===== src/hdl/sbc_pkg.sv =====
// Shared types and constants for the sphere/box collision checker.
// No dependencies; used by every module in hdl/.
package sbc_pkg;

  localparam int MAX_OBSTACLES = 32;
  localparam int COORD_WIDTH   = 24;
  localparam int IDX_W         = $clog2(MAX_OBSTACLES);
  localparam int CNT_W         = $clog2(MAX_OBSTACLES + 1);
  localparam int RAD_W         = 23;
  localparam int SQ_W          = 2 * COORD_WIDTH;
  localparam int SUM_W         = SQ_W + 2;
  localparam int LINK_W        = 6;

  typedef logic signed [COORD_WIDTH-1:0] coord_t;

  typedef enum logic [2:0] {
    KIND_HIT     = 3'd0,
    KIND_ACCEPT  = 3'd1,
    KIND_INVALID = 3'd2,
    KIND_FULL    = 3'd3,
    KIND_DONE    = 3'd4
  } kind_t;

  localparam logic ACT_ADD  = 1'b0;
  localparam logic ACT_TEST = 1'b1;

  typedef struct packed {
    logic              action;
    coord_t            pos_x;
    coord_t            pos_y;
    coord_t            pos_z;
    coord_t            max_x;
    coord_t            max_y;
    coord_t            max_z;
    logic [LINK_W-1:0] link_number;
  } in_item_t;

  typedef struct packed {
    logic [2:0]        kind;
    logic [4:0]        obstacle_index;
    logic [LINK_W-1:0] link_out;
    coord_t            closest_x;
    coord_t            closest_y;
    coord_t            closest_z;
    logic              hit_any;
    logic              last;
  } out_item_t;

  typedef struct packed {
    coord_t min_x;
    coord_t min_y;
    coord_t min_z;
    coord_t max_x;
    coord_t max_y;
    coord_t max_z;
  } box_t;

  // box entering the evaluator
  typedef struct packed {
    logic             valid;
    logic [IDX_W-1:0] idx;
    box_t             box;
  } feed_t;

  // evaluator verdict for one box
  typedef struct packed {
    logic             hit;
    logic [IDX_W-1:0] idx;
    coord_t           cx;
    coord_t           cy;
    coord_t           cz;
  } verdict_t;

endpackage


===== src/hdl/sbc_eval.sv =====
// Clamp, square and compare pipeline for one box per cycle while adv is high.
// Depends on sbc_pkg.
module sbc_eval
  import sbc_pkg::*;
(
  input  logic                   clk,
  input  logic                   rst,
  input  logic                   adv,
  input  feed_t                  feed,
  input  coord_t                 px,
  input  coord_t                 py,
  input  coord_t                 pz,
  input  logic [2*RAD_W-1:0]     r_sq,
  output verdict_t               verdict,
  output logic                   busy
);

  logic                 s1_valid;
  logic [IDX_W-1:0]     s1_idx;
  coord_t               s1_cx, s1_cy, s1_cz;
  logic [COORD_WIDTH-1:0] s1_dx, s1_dy, s1_dz;
  logic                 s2_valid;
  logic [IDX_W-1:0]     s2_idx;
  coord_t               s2_cx, s2_cy, s2_cz;
  logic [SQ_W-1:0]      s2_qx, s2_qy, s2_qz;
  coord_t               cx, cy, cz;
  logic [SUM_W-1:0]     sum;

  function automatic coord_t clamp(coord_t v, coord_t lo, coord_t hi);
    coord_t r;
    r = v;
    if (v < lo) r = lo;
    else if (v > hi) r = hi;
    return r;
  endfunction

  function automatic logic [COORD_WIDTH-1:0] absdiff(coord_t a, coord_t b);
    logic signed [COORD_WIDTH:0] d;
    d = {a[COORD_WIDTH-1], a} - {b[COORD_WIDTH-1], b};
    if (d[COORD_WIDTH]) d = -d;
    return d[COORD_WIDTH-1:0];
  endfunction

  assign cx = clamp(px, feed.box.min_x, feed.box.max_x);
  assign cy = clamp(py, feed.box.min_y, feed.box.max_y);
  assign cz = clamp(pz, feed.box.min_z, feed.box.max_z);

  // stage valids
  always_ff @(posedge clk) begin
    if (rst) begin
      s1_valid <= 1'b0;
      s2_valid <= 1'b0;
    end else if (adv) begin
      s1_valid <= feed.valid;
      s2_valid <= s1_valid;
    end
  end

  // stage 1: clamped point and distances; stage 2: squares
  always_ff @(posedge clk) begin
    if (adv) begin
      s1_idx <= feed.idx;
      s1_cx  <= cx;
      s1_cy  <= cy;
      s1_cz  <= cz;
      s1_dx  <= absdiff(px, cx);
      s1_dy  <= absdiff(py, cy);
      s1_dz  <= absdiff(pz, cz);
      s2_idx <= s1_idx;
      s2_cx  <= s1_cx;
      s2_cy  <= s1_cy;
      s2_cz  <= s1_cz;
      s2_qx  <= s1_dx * s1_dx;
      s2_qy  <= s1_dy * s1_dy;
      s2_qz  <= s1_dz * s1_dz;
    end
  end

  // sum and compare against the squared radius
  assign sum = {2'b00, s2_qx} + {2'b00, s2_qy} + {2'b00, s2_qz};
  assign verdict.hit = s2_valid && (sum <= {{(SUM_W-2*RAD_W){1'b0}}, r_sq});
  assign verdict.idx = s2_idx;
  assign verdict.cx  = s2_cx;
  assign verdict.cy  = s2_cy;
  assign verdict.cz  = s2_cz;
  assign busy = s1_valid | s2_valid;

endmodule


===== config.mk =====
export PLATFORM = sky130hd
export DESIGN_NAME = sbc_eval
export DESIGN_NICKNAME = d
export VERILOG_FILES = /design/src/hdl/sbc_pkg.sv /design/src/hdl/sbc_eval.sv
export SDC_FILE = /design/constraint.sdc
export NUM_CORES = 2
export LEC_CHECK = 0
export ABC_AREA = 1
export BUFFER_PORTS_ARGS = -buffer_cell sky130_fd_sc_hd__buf_2
export CORE_UTILIZATION = 38
export DETAILED_ROUTE_END_ITERATION = 7
export GPL_TIMING_DRIVEN = 0
export PLACE_DENSITY = 0.66
export SLEW_MARGIN = 20
export SYNTH_ARGS = -nofsm -noshare
export SYNTH_HDL_FRONTEND = slang
export SYNTH_SLANG_ARGS = --single-unit

===== constraint.sdc =====
create_clock -name clk -period 9.9 [get_ports clk]
set_input_delay 0 -clock clk [delete_from_list [all_inputs] [get_ports clk]]
set_output_delay 0 -clock clk [all_outputs]
set_load 0.1 [all_outputs]

# After elaboration in Yosys (flattened, before gate mapping)
# Index checks and enable logic that the tools add are counted.
totals:
  regBits: 372
  input_bits: 271
  output_inout_bits: 79
  elab_cells: 45
classes:
  add_sub_neg: 8
  n_mul: 3
  n_lt_le_gt_ge: 7
  muxes: 9
  bitwise: 1
  n_reduce_logical: 1
op_table:
  columns: ["operator", "n"]
  rows:
  - ["two-way mux 24 bit", 9]
  - ["multiplier 24 x 24 -> 48 bit", 3]
  - ["subtractor 24 x 24 -> 25 bit", 3]
  - ["greater-than comparator 24 bit", 3]
  - ["less-than comparator 24 bit", 3]
  - ["negator 24 bit", 3]
  - ["adder 49 x 48 -> 50 bit", 1]
  - ["<= comparator 50 x 46 -> 1 bit", 1]
  - ["adder 48 x 48 -> 49 bit", 1]
  - ["logical AND 1 bit", 1]
  - ["bitwise OR 1 bit", 1]

# Longest topological paths before layout
logic_depth:
  depth_word: 6
  depth_mapped: 36
  mapped_depth_nobuf: 35

# Worst setup path before layout
# OpenSTA, ideal clock, no wires.
synth_path:
  path_type: "reg2reg"
  startpoint: "register s1_dz[14]"
  endpoint: "register s2_qz[40], data pin"
  arrival_ns: 6.193
  slack_ns: 3.448
  stages_incl_launch_ff: 27
  synth_period_minus_slack_ns: 6.452
  cell_sequence: "edfxtp_1 clkbuf_1 nand2_1 fa_1 inv_1 fa_1 inv_1 fa_1 inv_1 fa_1 inv_1 fa_1 inv_1 fa_1 inv_1 fa_1 inv_1 ha_1 nand2_1 nor2_1 inv_1 o21ai_0 nand3_1 o211a_1 o21ai_0 a21oi_1 xnor2_1"
synth_between:
  elab_chain_cells: 1
synth_rtl:
  columns: ["item", "line", "source"]
  rows:
  - ["start, declared", "sbc_eval.sv:21", "logic [COORD_WIDTH-1:0] s1_dx, s1_dy, s1_dz;"]
  - ["start signal, assigned", "sbc_eval.sv:68", "s1_dz <= absdiff(pz, cz);"]
  - ["multiplier 24 x 24 -> 48 bit", "sbc_eval.sv:75", "s2_qz <= s1_dz * s1_dz;"]
  - ["end signal, assigned", "sbc_eval.sv:75", null]
  - ["end, declared", "sbc_eval.sv:25", "logic [SQ_W-1:0] s2_qx, s2_qy, s2_qz;"]
# Every way passes these cells.
# A chain may end at the register's enable or synchronous reset.

# Worst setup path after layout
layout_path:
  startpoint: "register s1_dy[10]"
  endpoint: "register s2_qy[33], data pin"
layout_between:
  elab_chain_cells: 1
layout_rtl:
  columns: ["item", "line", "source"]
  rows:
  - ["start, declared", "sbc_eval.sv:21", null]
  - ["start signal, assigned", "sbc_eval.sv:67", "s1_dy <= absdiff(py, cy);"]
  - ["multiplier 24 x 24 -> 48 bit", "sbc_eval.sv:74", "s2_qy <= s1_dy * s1_dy;"]
  - ["end signal, assigned", "sbc_eval.sv:74", null]
  - ["end, declared", "sbc_eval.sv:25", null]
# Every way passes these cells.

==> metrics.csv <==
stage,metric,value,unit
yosys,syn_area_per_cell,8.083,µm²
drt,drc violations,0,
yosys,number of flops mapped to enable cells by yosys,367,
critical_path,crit path max fanout,10,
cells_and_area,filler cell count in the final layout,21110,
yosys,#FFs+latches synth,369,
run,maxcap violations,0,
clocking,CTS tree,done,
global_routing,vias in the first global route,65280,
sta,RSZ-0062 raised after global routing,false,
yosys,top_reg_cell synth,edfxtp_1,
critical_path,Crit path required time,10350,ps
cells_and_area,"commonest non-fill, non-tap cell in the layout",inv_1,
cells_and_area,area grow syn2layout,10.56,%
critical_path,Worst path slowest cell,clkbuf_1,
yosys,Synth Cell Area,0.07927,mm²
yosys,"Seq/Total Area, Yosys",0.1395,
floorplan,Die Ht,458.7,µm
clocking,Num CTS Buffers,44,
yosys,xor/xnor share of the synthesized area,0.03177,
cells_and_area,Multi-input gate area,0.05707,mm²
critical_path,Setup CP Type,flop to flop,
cells_and_area,Final Non-Filler Cells,13190,
yosys,post-synthesis mux area share,0,
clocking,Root Buffer,clkbuf_16,
yosys,Cells after Synth,9808,
floorplan,io pins,350,
clocking,worst-skew pair later-pin latency,640,ps
drt,vias per cell,4.864,
yosys,simple-gate share of the synthesized area,0.1644,
place,HPWL after DPL,198.4,mm
clocking,clk slew on worst S/H paths,60,ps
critical_path,"most used cell, CP",inv_1,
critical_path,startpoint type of the worst setup path,flop,
drt,1st-pass router iterations,6,
floorplan,Initial Util,0.3825,
critical_path,max incr delay on CP,840,ps
place,RePlAce Congestion,0.9828,
yosys,largest family of logic cells by synthesized area,adder cells,
yosys,post-synthesis compound-gate area fraction,0.05786,
sta,Worst Max-Slew Pin Slew,1074,ps
clocking,clk sinks,369,
drt,total wire length,232.3,mm
drt,WL/cell,17.61,µm
cells_and_area,"commonest non-fill, non-tap cells in the layout","inv_1 (2759), nand2_1 (2253), fa_1 (1319), ha_1 (840), a21oi_1 (401)",
critical_path,Setup crit end kind,flop,
sta,period utilization,0.7940,
sta,final setup vio count,0,
cells_and_area,nets@finish,12800,
cells_and_area,FF+latch area,0.01106,mm²
global_routing,Tot GR Track Use,0.2241,
status,status,"finished, final reports clean",
sta,max-slew violations,0,
clocking,CTS HTree Levels,2,
place,placed cells,12950,
yosys,asr flop ratio synth,0,
clocking,maximum root-to-sink buffer count,3,
floorplan,Core Region,0.2073,mm²
floorplan,full die area,0.2104,mm²
sta,Final Hold Viols,0,
sta,fmax,127.2,MHz
drt,Starting DRT DRC Count,4780,
cells_and_area,layout cell share with drive strength beyond 1,0.04875,
global_routing,largest net degree at the start of global routing,89,
place,# port buffers,349,
floorplan,Rows,167,
drt,remaining antenna violation count,0,
sta,clk_skew,63.48,ps
sta,post-route minimum period,7860,ps
yosys,Post-Synth Adder-Cell Area,0.4657,
yosys,Netlist cell types,53,
min_path,hold crit path type,input pin to flop,
drt,Vias,64170,
yosys,synth warn,0,
sta,Slew Limit Headroom,0.2839,
critical_path,Buf/Inv on CP,9,
global_routing,global-route wire length before repair,366.7,mm
critical_path,"delay-heaviest family, CP",adder cells,
sta,Fin Setup TNS,0,ps
floorplan,Die W,458.7,µm
global_routing,Overflow after GRT,0,
global_routing,initial antenna violation count,11,
critical_path,CP arrival,8310,ps
[cells by family after synthesis]
| family | count (synthesis) |
|---|---|
| and+or+nand+nor | 3208 |
| buffers and inverters | 2961 |
| adders and majority gates | 2159 |
| AOI/OAI and AO/OA | 827 |
| DFF | 369 |
| xor gates and xnor gates | 282 |
| other | 2 |
[path summary, 6_finish.rpt]
kind / from / endpoint / slack [ps] / cells after the start
setup reg to reg: s1_dy[10] / s2_qy[33] / 2040 / 27
setup / recovery: s1_dy[10] / s2_qy[33] / 2040 / 27
hold / removal: py[1] / s1_dy[1] / 40 / 4
hold reg to reg: s1_cx[20] / s2_cx[20] / 410 / 0
[what timing repair did]
action | 4_1_cts | 5_1_grt
setup buffers | 0 | 0
gates resized for setup | 0 | 0
hold endpoints to repair | 132 | 0
hold buffers | 159 | 0
[per-layer routing]
metal  up-vias  GRT usage  wire length [µm]
li1      30600          -                 -
met1     30920     0.3109            101300
met2      2256     0.3595            104500
met3       381    0.03254             18340
met4         8    0.06980              8112
met5         -          0                52
[state kept, by name, summed over array words and instances (netlist names)]
register  cells
s2_qx        47
s2_qy        47
s2_qz        47
s1_cx        24
s1_cy        24
s1_cz        24
s1_dx        24
s1_dy        24
s1_dz        24
s2_cx        24
s2_cy        24
s2_cz        24
s1_idx        5
s2_idx        5
s1_valid      1
s2_valid      1
[through the flow]
step / hold WS [ps] / utilization / setup WS [ps] / cell area [µm²]
3_5_place_dp: 181.2 / 0.4083 / 2075 / 84630
4_1_cts: 3.021 / 0.4228 / 2065 / 87640
5_1_grt: 38.65 / 0.4228 / 1584 / 87650
2_1_floorplan: 69.07 / - / 3448 / 79280
3_3_place_gp: 176.2 / 0.4077 / 2090 / 84510
6_report: 36.39 / 0.4229 / 2040 / 87650
[cell type report]
type                    instances  area share
flip-flops and latches        369      0.1262
inverters                    2763      0.1183
clock inverters                32    0.003383
clock buffers                  48     0.01273
multi-input cells            6479      0.6511
well taps                    2788     0.03980
plain buffers                 198    0.008908
repair buffers                512     0.03946
diodes                          4   0.0001142
[cell usage after synthesis (4+ instances only)]
cell,instances,area share
a211oi_1,7,0.00066
ha_1,840,0.13
buf_2,21,0.0013
clkbuf_1,174,0.0082
a21oi_1,401,0.025
fa_1,1319,0.33
nand3b_1,21,0.0020
nand3_1,345,0.022
edfxtp_1,367,0.14
inv_2,4,0.00019
o21ai_0,233,0.015
nor3_1,36,0.0023
a221oi_1,4,0.00044
nand2_2,16,0.0013
or2_2,8,0.00063
a21boi_0,10,0.00095
a31oi_1,36,0.0028
o221ai_1,6,0.00066
and3_1,10,0.00079
nor3_2,4,0.00051
nand3_2,5,0.00063
xnor2_2,4,0.00082
xnor2_1,102,0.011
nor2_2,11,0.00087
o21a_1,20,0.0019
o211ai_1,14,0.0013
o31ai_1,6,0.00057
nor2_1,392,0.019
nand2_1,2253,0.11
o21bai_1,35,0.0033
nand4_1,92,0.0073
a31o_2,4,0.00044
a21o_1,33,0.0031
xor2_1,175,0.019
inv_1,2759,0.13
nor4_1,12,0.00095
o21ai_1,9,0.00057
[worst reg2reg max path: cells and delay by family, from the launching register on]
family,cells,cell delay (ps)
compound gates,2,410
xor+xnor,1,230
fa+ha+maj,8,3950
buf+inv,9,1280
flops,1,720
simple gates,7,1100
Power is left out: the tool's default activity adds up to more than one toggle a clock period on the data nets, which glitch-free logic cannot reach.
